===== src/rtl/xtea_variant_block_encrypt_macros.svh =====
// Assertion macros for the RTL files of the XTEA-variant block encryptor.
// Included by the modules that carry assertions; depends on nothing else.
`ifndef XTEA_VARIANT_BLOCK_ENCRYPT_MACROS_SVH
`define XTEA_VARIANT_BLOCK_ENCRYPT_MACROS_SVH
`ifndef SYNTHESIS
`define XVE_ASSERT(label, clk, rst_n, prop) \
    label: assert property (@(posedge clk) disable iff (!rst_n) prop) \
        else $error("xve assertion failed");
`define XVE_ASSERT_NEVER(label, clk, rst_n, expr) \
    label: assert property (@(posedge clk) disable iff (!rst_n) !(expr)) \
        else $error("xve forbidden condition seen");
`else
`define XVE_ASSERT(label, clk, rst_n, prop)
`define XVE_ASSERT_NEVER(label, clk, rst_n, expr)
`endif
`endif


===== src/rtl/xve_pkg.sv =====
// Package for the XTEA-variant block encryptor: widths, cipher constants,
// the pipeline stage type and the round helper functions. No dependencies.
package xve_pkg;

    localparam int WORD_WIDTH = 32;
    localparam int PADDR_WIDTH = 3;
    localparam int PDATA_WIDTH = 32;
    localparam int ROUND_COUNT_DEFAULT = 20;

    localparam logic [WORD_WIDTH-1:0] DELTA = 32'h9B73_7699;
    localparam logic [WORD_WIDTH-1:0] KEY_WORD0 = 32'h9382_1DFC;

    localparam logic [0:0] REG_SESSION_KEY = 1'b0;

    typedef logic [WORD_WIDTH-1:0] word_t;

    typedef struct packed {
        logic  valid;
        word_t y;
        word_t z;
    } xve_stage_t;

    function automatic word_t mix(input word_t v);
        word_t shifted;
        shifted = (v << 4) ^ (v >> 5);
        return shifted + v;
    endfunction

    function automatic word_t round_sum(input int unsigned r);
        logic [2*WORD_WIDTH-1:0] product;
        product = (2*WORD_WIDTH)'(r) * (2*WORD_WIDTH)'(DELTA);
        return product[WORD_WIDTH-1:0];
    endfunction

endpackage


===== src/rtl/xve_apb_regs.sv =====
// APB-style configuration register file holding the session key.
// Depends on xve_pkg for widths and register indexes.
module xve_apb_regs (
    input  logic                             clk,
    input  logic                             rst_n,
    input  logic                             psel,
    input  logic                             penable,
    input  logic                             pwrite,
    input  logic [xve_pkg::PADDR_WIDTH-1:0]  paddr,
    input  logic [xve_pkg::PDATA_WIDTH-1:0]  pwdata,
    output logic [xve_pkg::PDATA_WIDTH-1:0]  prdata,
    output logic                             pready,
    output logic [xve_pkg::WORD_WIDTH-1:0]   session_key
);
    import xve_pkg::*;

    logic [0:0]            reg_index;
    logic                  write_en;
    logic [WORD_WIDTH-1:0] session_key_reg;
    logic [WORD_WIDTH-1:0] session_key_next;

    assign pready    = 1'b1;
    assign reg_index = paddr[PADDR_WIDTH-1:2];
    assign write_en  = psel && penable && pwrite && pready;

    always_comb
    begin
        session_key_next = session_key_reg;
        if (write_en && reg_index == REG_SESSION_KEY)
        begin
            session_key_next = pwdata[WORD_WIDTH-1:0];
        end
    end

    always_ff @(posedge clk or negedge rst_n)
    begin
        if (!rst_n)
        begin
            session_key_reg <= '0;
        end
        else
        begin
            session_key_reg <= session_key_next;
        end
    end

    always_comb
    begin
        prdata = '0;
        if (reg_index == REG_SESSION_KEY)
        begin
            prdata = PDATA_WIDTH'(session_key_reg);
        end
    end

    assign session_key = session_key_reg;
endmodule


===== config.mk =====
export PLATFORM = sky130hd
export DESIGN_NAME = xve_apb_regs
export DESIGN_NICKNAME = d
export VERILOG_FILES = /design/src/rtl/xtea_variant_block_encrypt_macros.svh /design/src/rtl/xve_pkg.sv /design/src/rtl/xve_apb_regs.sv
export SDC_FILE = /design/constraint.sdc
export NUM_CORES = 1
export LEC_CHECK = 0
export BUFFER_PORTS_ARGS = -buffer_cell sky130_fd_sc_hd__buf_2
export CORE_AREA = 2 2 65 67
export CTS_CLUSTER_SIZE = 10
export DETAILED_ROUTE_END_ITERATION = 12
export DIE_AREA = 0 0 67 69
export GPL_TIMING_DRIVEN = 0
export PLACE_DENSITY = 0.83
export SYNTH_ARGS = -nofsm -noshare
export SYNTH_HDL_FRONTEND = slang
export SYNTH_SLANG_ARGS = --single-unit

===== constraint.sdc =====
create_clock -name clk -period 0.95 [get_ports clk]
set_clock_uncertainty 0.15 [all_clocks]
set_input_delay 0.19 -clock clk [delete_from_list [all_inputs] [get_ports clk]]
set_output_delay 0.19 -clock clk [all_outputs]
set_load 0.005 [all_outputs]

==> metrics.cfg <==
[sta]
slew_headroom = 0.534
tns_ps = -22550
setup_viol = 96
period_share = 1.39
rsz0062_at_grt = yes
timing.fmax_ghz = 0.758
hold_viol = 55
drv_slew = 0
fin_crit_ps = 1320
setup_slack_ps = -369
whs_ps = -195
worstMarginPinSlew_ps = 700

[critical_path]
crit_start = session_key[20]$_DFFE_PN0P_
startpoint_type = flop
reg2reg_from = session_key[5]$_DFFE_PN0P_
path_max_fanout = 2
required_ps = 610
r2r_end = session_key[5]$_DFFE_PN0P_
rrSetupSlack_ps = -190
worst_r2r_path_depth = 3
cp-endpoint = prdata[20]
criticalPathCategory = reg2out
worst_setup_path_end_kind = output pin
worstPathArrival_ps = 980

[synthesis]
synth.ff_latch_count = 32
synth_fa_ha_area_frac = 0
synth_cells = 105
yosys.area_share.simple = 0.144
synthMuxAreaShare = 0.304
synth.cell_area_sq_um = 1550
synth_top_family_by_area = multiplexers
ys_top_cells_by_area = dfrtp_1 (52%), mux2_4 (29%), nor2b_1 (13%)
ys_seq_area_frac = 0.515
avgSynthCellArea_sq_um = 14.8
synth_xor_area_frac = 0
syn-num-nets = 145
yosys_warnings = 0
synth_compound_area_frac = 0
synthDistinctLibCells = 9
synth_top_area_cell = dfrtp_1
synth_top_area_share = 0.515

[final_layout]
area_delta_synth_final_pct = 70.5
multi_input_area_sq_um = 742
seqCellArea_sq_um = 801
nNetsFinal = 282
mostFrequentLayoutCells = buf_2 (91), dfrtp_1 (32), mux2_4 (31), nor2b_1 (27), buf_6 (24)
n_antenna_cell = 0
final_area_sq_um = 2650
drive_gt1_frac = 0.745
fill_cells = 261
final_common_cell = buf_2
largest_reg_flops = 32

[hold_path]
hold_class = in2async

[power_and_ir_drop]
power.share.clock = 0.215
leakage_nw = 1.51
p_per_area_nw_per_um2 = 1860
p_int_mw = 3.64
comb_power_share = 0.401
vdd_drop_max_uv = 1270
seqPwrFrac = 0.384
switchingPower_mw = 1.28
swShare = 0.261

[placed_design]
placedInstanceArea_sq_um = 2120
dp.final_hpwl_mm = 2.58
port_buffers = 101
gp_congestion = 0.748

[grt]
grt_util_all_layers = 0.165
grt_remaining_overflow = 0
grt_max_degree = 33
antenna_found_initial = 0
grt_pass1_wl_mm = 5.65
grt_pass1_vias = 1234

[die]
die_area_sq_um = 4620
coreArea_sq_um = 3910
start_util = 0.397
die_w_um = 67
rows = 23
io_pins = 105
die_h_um = 69

[clock_tree]
cts_tree = built
clockBufferDepth = 2
clock_latency_ps = 270
cts_sinks = 32
clockRootBuffer = clkbuf_8
clk_pin_slew_ps = 60
cts_buffers = 5
htreeDepth = 2

[routing]
drt_pass1_iterations = 4
vias_per_cell = 4.45
drtIter0Drc = 18
vias = 1303
drc_errors = 0
drt-total-wl_mm = 4.18
wl_per_cell_um = 14.3
postRouteAntennaNets = 0

[run_status]
failed_checks = negative hold slack, negative setup slack
outcome = finished with violations

[flow_run]
drv_cap = 0

## layout make-up
type,count,share of cell area
timing repair buffer,130,0.329
buffer,7,0.0312
tap,50,0.0236
multi-input combinational,66,0.280
sequential,32,0.302
clock buffer,8,0.0340
## per-layer routing
| metal | part of all wire | vias up | global-route usage |
|---|---|---|---|
| met5 | 0 | - | 0 |
| met4 | 0.022 | 0 | 0.109 |
| met3 | 0.047 | 9 | 0.0359 |
| met2 | 0.55 | 60 | 0.278 |
| met1 | 0.38 | 615 | 0.181 |
| li1 | - | 619 | - |
## worst max-delay path, stage by stage (launching register included)
cell	delay (ps)
dfrtp_1	360
nor2b_1	190
buf_2	160
## logic make-up after synthesis
| group | after synthesis |
|---|---|
| buf+inv | 7 |
| simple gates | 33 |
| flops | 32 |
| mux | 32 |
| other cells | 1 |
## worst min path at each step
stage                                  endpoint  start  cells after the start  slack (ps)
finish              session_key[23]$_DFFE_PN0P_  rst_n                      1        -190
global route        session_key[20]$_DFFE_PN0P_  rst_n                      1        -150
CTS                 session_key[25]$_DFFE_PN0P_  rst_n                      1        -180
detailed placement  session_key[21]$_DFFE_PN0P_  rst_n                      1         120
global placement    session_key[23]$_DFFE_PN0P_  rst_n                      1         120
floorplan            session_key[0]$_DFFE_PN0P_  rst_n                      0        -260
## synth_stat cells
| master | n |
|---|---|
| buf_4 | 1 |
| nor2b_1 | 32 |
| clkbuf_1 | 3 |
| nand4b_4 | 1 |
| conb_1 | 1 |
| mux2_2 | 2 |
| buf_6 | 3 |
| dfrtp_1 | 32 |
| mux2_4 | 30 |
## stage by stage
stage | setup slack [ps] | hold slack, ps | std cells | utilization | power, mW
5_1_grt | -412 | -149 | 293 | 0.677 | 5.20
6_report | -369 | -195 | 293 | 0.677 | 4.92
2_1_floorplan | -175 | -256 | 105 | - | 2.56
3_3_place_gp | -405 | 118 | 256 | 0.542 | 3.18
3_5_place_dp | -406 | 122 | 256 | 0.542 | 3.22
4_1_cts | -346 | -183 | 279 | 0.623 | 4.56
## repair_timing
item / in CTS / in global routing
resized for setup: 20 / 22
buffers inserted: 14 / 15
endpoints found under the setup margin: 94 / 96
cloned: 1 / 0
pin swaps: 0 / 0
endpoints found under the hold margin: 62 / 60
## power by group through the flow
stage | Combinational (mW) | Clock, mW | Sequential [mW]
after floorplan | 0.657 | 0 | 1.90
after global placement | 1.28 | 0 | 1.90
after detailed placement | 1.31 | 0 | 1.91
after CTS | 1.59 | 1.09 | 1.88
after global routing | 2.12 | 1.16 | 1.92
final | 1.97 | 1.06 | 1.89
(Power assumes the default switching activity.)
