**src/rtl/xtea_variant_block_encrypt_macros.svh**
```systemverilog
// Assertion macros for the RTL files of the XTEA-variant block encryptor.
// Included by the modules that carry assertions; depends on nothing else.
`ifndef XTEA_VARIANT_BLOCK_ENCRYPT_MACROS_SVH
`define XTEA_VARIANT_BLOCK_ENCRYPT_MACROS_SVH
`ifndef SYNTHESIS
`define XVE_ASSERT(label, clk, rst_n, prop) \
    label: assert property (@(posedge clk) disable iff (!rst_n) prop) \
        else $error("xve assertion failed");
`define XVE_ASSERT_NEVER(label, clk, rst_n, expr) \
    label: assert property (@(posedge clk) disable iff (!rst_n) !(expr)) \
        else $error("xve forbidden condition seen");
`else
`define XVE_ASSERT(label, clk, rst_n, prop)
`define XVE_ASSERT_NEVER(label, clk, rst_n, expr)
`endif
`endif

```
**src/rtl/xve_pkg.sv**
```systemverilog
// Package for the XTEA-variant block encryptor: widths, cipher constants,
// the pipeline stage type and the round helper functions. No dependencies.
package xve_pkg;

    localparam int WORD_WIDTH = 32;
    localparam int PADDR_WIDTH = 3;
    localparam int PDATA_WIDTH = 32;
    localparam int ROUND_COUNT_DEFAULT = 20;

    localparam logic [WORD_WIDTH-1:0] DELTA = 32'h9B73_7699;
    localparam logic [WORD_WIDTH-1:0] KEY_WORD0 = 32'h9382_1DFC;

    localparam logic [0:0] REG_SESSION_KEY = 1'b0;

    typedef logic [WORD_WIDTH-1:0] word_t;

    typedef struct packed {
        logic  valid;
        word_t y;
        word_t z;
    } xve_stage_t;

    function automatic word_t mix(input word_t v);
        word_t shifted;
        shifted = (v << 4) ^ (v >> 5);
        return shifted + v;
    endfunction

    function automatic word_t round_sum(input int unsigned r);
        logic [2*WORD_WIDTH-1:0] product;
        product = (2*WORD_WIDTH)'(r) * (2*WORD_WIDTH)'(DELTA);
        return product[WORD_WIDTH-1:0];
    endfunction

endpackage

```
**src/rtl/xve_round_cell.sv**
```systemverilog
// One half-round cell of the cipher pipeline: updates y or z and passes the block on.
// Depends on xve_pkg and the assertion macros header.
`include "xtea_variant_block_encrypt_macros.svh"
module xve_round_cell #(
    parameter logic [xve_pkg::WORD_WIDTH-1:0] SUM    = '0,
    parameter bit                             HALF_Z = 1'b0
) (
    input  logic                           clk,
    input  logic                           rst_n,
    input  logic [xve_pkg::WORD_WIDTH-1:0] session_key,
    input  xve_pkg::xve_stage_t            up,
    output logic                           up_ready,
    output xve_pkg::xve_stage_t            down,
    input  logic                           down_ready
);
    import xve_pkg::*;

    // The key table index is (sum & 4) for y and ((sum >> 11) & 4) for z.
    localparam bit USE_SESSION = HALF_Z ? SUM[13] : SUM[2];

    word_t key;
    word_t round_key;
    word_t mixed;
    word_t updated;
    logic  valid_reg;
    logic  valid_next;
    word_t y_reg;
    word_t y_next;
    word_t z_reg;
    word_t z_next;

    assign key       = USE_SESSION ? session_key : KEY_WORD0;
    assign round_key = SUM + key;
    assign mixed     = mix(HALF_Z ? up.y : up.z);
    assign updated   = (HALF_Z ? up.z : up.y) + (mixed ^ round_key);
    assign up_ready  = !valid_reg || down_ready;

    always_comb
    begin
        valid_next = valid_reg;
        y_next     = y_reg;
        z_next     = z_reg;
        if (up_ready)
        begin
            valid_next = up.valid;
            y_next     = HALF_Z ? up.y : updated;
            z_next     = HALF_Z ? updated : up.z;
        end
    end

    always_ff @(posedge clk or negedge rst_n)
    begin
        if (!rst_n)
        begin
            valid_reg <= 1'b0;
        end
        else
        begin
            valid_reg <= valid_next;
        end
    end

    always_ff @(posedge clk)
    begin
        y_reg <= y_next;
        z_reg <= z_next;
    end

    assign down.valid = valid_reg;
    assign down.y     = y_reg;
    assign down.z     = z_reg;

    `XVE_ASSERT(a_stall_keeps_request, clk, rst_n, valid_reg && !down_ready |=> valid_reg)
    `XVE_ASSERT(a_stall_keeps_data, clk, rst_n, valid_reg && !down_ready |=> $stable(y_reg) && $stable(z_reg))
    `XVE_ASSERT_NEVER(a_no_take_when_full, clk, rst_n, up_ready && valid_reg && !down_ready)
endmodule

```
**config.mk**
```make
export PLATFORM = sky130hd
export DESIGN_NAME = xve_round_cell
export DESIGN_NICKNAME = d
export VERILOG_FILES = /design/src/rtl/xve_pkg.sv /design/src/rtl/xve_round_cell.sv
export VERILOG_INCLUDE_DIRS = /design/src /design/src/rtl
export SDC_FILE = /design/constraint.sdc
export NUM_CORES = 1
export LEC_CHECK = 0
export BUFFER_PORTS_ARGS = -buffer_cell sky130_fd_sc_hd__buf_4
export CAP_MARGIN = 20
export CORE_MARGIN = 1
export CORE_UTILIZATION = 45
export CTS_BUF_LIST = sky130_fd_sc_hd__clkbuf_16
export DETAILED_ROUTE_END_ITERATION = 6
export GPL_TIMING_DRIVEN = 1
export MAX_ROUTING_LAYER = met4
export PLACE_DENSITY = 0.8
export SYNTH_ARGS = -nofsm -noshare
export SYNTH_HDL_FRONTEND = slang
export SYNTH_SLANG_ARGS = --single-unit
```
**constraint.sdc**
```tcl
create_clock -name clk -period 4.9 [get_ports clk]
set_input_delay 1.225 -clock clk [delete_from_list [all_inputs] [get_ports clk]]
set_output_delay 1.225 -clock clk [all_outputs]
set_load 0.03 [all_outputs]
```
==> impl_results.md <==
- Status: finished with violations
- Violated checks: DRC, setup timing
- Layout Area Growth over Synthesis: 65.7%
- Pleak: 4.16 nW
- H-tree levels: 3
- Cell count along the critical path: 23
- Crit Path Class: primary input to flop
- Worst VDD drop: 0.218 mV
- # DRC: 8
- Post-Syn Instances: 545
- Slowest cell on the critical path: or4_1
- Power Density: 465 nW/um2
- CTS Buf Count: 9
- Die width: 111 um
- Final setup fails: 12
- Final slew viol count: 0
- Max Cap Violations: 0
- Die area: 12400 um2
- CTS tree: built
- Slew margin rel.: 42.4%
- Drt initial violations: 437
- Type of the most critical hold path: primary input to async pin
- Synth cell types: 57
- Minimum period implied by the final worst setup slack: 5350 ps
- Clock root buffer: clkbuf_16
- Num ports: 166
- DIE HEIGHT: 111 um
- Placer Congestion: 0.895
- Tot GR Track Use: 29.4%
- Vias in the first global route: 5784
- RSZ-0062 raised after global routing: true
- Rows: 39
- Initial Utilization: 46.6%
- Pin count of the biggest net entering global routing: 66
- Antenna diode count: 0
- Clk buf depth: 2
- Final std cells w/o fill: 1024
- Vias/cell: 5.71
- Buf/Inv on CP: 2
- Critical path's most frequent cell: o21ai_2
- Least-Margin Pin Slew: 864 ps
- Worst Reg-to-Reg Cells: 2
- Routed vias: 5846
- Main flop type after synthesis: edfxtp_1
- Worst-path fanout max: 2
- Crit path max-delay family: compound AO/OA/AOI/OAI gates
- Syn Area/Cell: 9.89 um2
- Data arrival, critical path: 5440 ps
- Critical Path Start Type: primary input
- Mapped Area: 5390 um2
- WL final: 19100 um
- Total grt overflow: 0
- First-pass GRT wire length: 27900 um
- Final period util: 109%
- Setup TNS: -2250 ps
- Antenna-violating nets left: 0
- WL/cell: 18.6 um
- Synth Warn #: 0
- Nets: 1042
- Port-buffer cells: 133
- CP max stage delay: 530 ps
- Worst path required time: 5000 ps
- Initial antenna violation count: 0
- Sequential-to-total area share from yosys stat: 36.1%
- Final WS setup: -447 ps
- Crit-path cells: buf_8 -> ha_4 -> inv_2 -> fa_2 -> nor2b_1 -> o21a_1 -> o21a_1 -> o21ai_2 -> a21boi_2 -> o21a_1 -> o21ai_2 -> a21oi_2 -> a2111oi_4 -> ha_4 -> o21ai_2 -> o21ai_2 -> a211oi_2 -> a21oi_2 -> a211oi_4 -> a31oi_2 -> or4_1 -> and3_4 -> xor2_1
- DP Cell Count: 967
- Highest Clock Rate: 187 MHz
- Post-synth ARST share: 1.54%
- Hold Fails Final Rpt: 0
- Floorplan core area: 11600 um2
- Worst clock skew: 9.31 ps
- Detailed-placement wirelength estimate: 12400 um
- CTS clock-pin slew for the worst setup and hold paths: 60 ps
- Mapped Nets: 711
- Share of cells above drive strength 1: 49.5%
- Worst setup EP type: flop
- 1st-pass router iterations: 7
- Post-synth EDFFs: 64
- #FFs+latches synth: 65
- Clock Sinks: 65
- Clk_lat worst skew: 350 ps
[cell usage after synthesis (12+ instances only)]
library cell | number | area share (%)
o21a_1 | 13 | 1.8
a21o_1 | 30 | 4.2
inv_1 | 13 | 0.91
nand3_1 | 13 | 1.2
o21ai_0 | 25 | 2.3
xor2_1 | 43 | 7.0
a21oi_1 | 49 | 4.6
nand2b_1 | 12 | 1.4
nand2_1 | 32 | 2.2
edfxtp_1 | 64 | 36
xnor2_1 | 30 | 4.9
nor2_1 | 35 | 2.4
o21ai_1 | 13 | 1.2
ha_1 | 64 | 15
[per-stage QoR]
stage                     util, %  setup slack, ps  area, um2  hold WS (ps)  total power [W]
after floorplan                 -             -383       5430           929          0.00210
after global placement       67.0             -766       7740           971          0.00287
after detailed placement     67.0             -971       7740          1000          0.00294
after CTS                    73.5             -364       8510           631          0.00383
after global routing         77.2             -581       8930           627          0.00434
final                        77.2             -447       8930           637          0.00415
[worst paths after layout]
kind                       startpoint         to  slack [ps]
max in group asynchronous       rst_n  valid_reg        4180
setup reg to reg            valid_reg  z_reg[26]        3340
hold / removal                  rst_n  valid_reg         640
setup / recovery                up[0]  y_reg[31]        -450
hold reg to reg             valid_reg  valid_reg        1050
min in group clk            valid_reg  valid_reg        1050
[worst register-to-register path, stage by stage, from the launching register on]
cell and delay (ps):
dfrtp_1 380, nand2b_2 80, buf_4 670
[cells in the final DEF, fill, tap and decap left out, types with 5 or more instances in the layout]
cell type and count:
a211oi_2 6, ha_4 7, buf_4 310, o21a_1 13
buf_6 19, and3_1 6, nand2b_1 11, nand3_1 12
o21ai_1 10, o21ai_2 9, xor2_1 40, a21oi_1 26
nor3_1 8, o21ai_0 19, inv_1 13, nor2b_1 10
nor2_1 31, a211oi_1 5, clkbuf_16 9, edfxtp_1 64
ha_1 56, nand4_1 5, xnor2_1 27, a21oi_2 22
nand2_1 28, a21o_1 30
[timing repair]
action / in CTS / in global routing
pin swaps: 40 / 73
gates cloned: 0 / 0
hold buffers: 0 / 0
gates resized for setup: 45 / 70
setup buffers: 33 / 13
endpoints found under the setup margin: 13 / 16
[metal layers]
metal | track usage (%) | part of all wire (%) | up-vias
met2 | 48.3 | 49 | 271
li1 | - | - | 2707
met5 | - | 0 | -
met3 | 5.39 | 6.0 | 61
met1 | 36.1 | 42 | 2807
met4 | 10.7 | 3.4 | 0
[report_power, final]
| part | internal [W] | switching [W] | total, W |
|---|---|---|---|
| logic | 0.00123 | 0.00137 | 0.00260 |
| clock network | 0.000440 | 0.000247 | 0.000687 |
| registers | 0.000822 | 0.0000416 | 0.000863 |
| total | 0.00249 | 0.00166 | 0.00415 |
[logic make-up (layout without fill, tap and decap cells)]
group | Yosys count | in the layout | synth area share [%]
compound gates | 176 | 176 | 21.6
xor+xnor | 73 | 73 | 11.9
fa+ha+maj | 66 | 66 | 15.6
buf+inv | 24 | 360 | 1.74
flops | 65 | 65 | 36.1
mux | 1 | 1 | 0.186
simple gates | 140 | 140 | 12.9
[area by class of cell]
| cell class | instances | area [um2] |
|---|---|---|
| multi-input cells | 456 | 3860 |
| fillers | 690 | 2640 |
| repair buffers | 331 | 2580 |
| flip-flops and latches | 65 | 1950 |
| clock buffers | 9 | 225 |
| well taps | 143 | 179 |
| clock inverters | 7 | 87.6 |
| inverters | 13 | 48.8 |
Note: power is estimated with default switching activity, not from simulation.
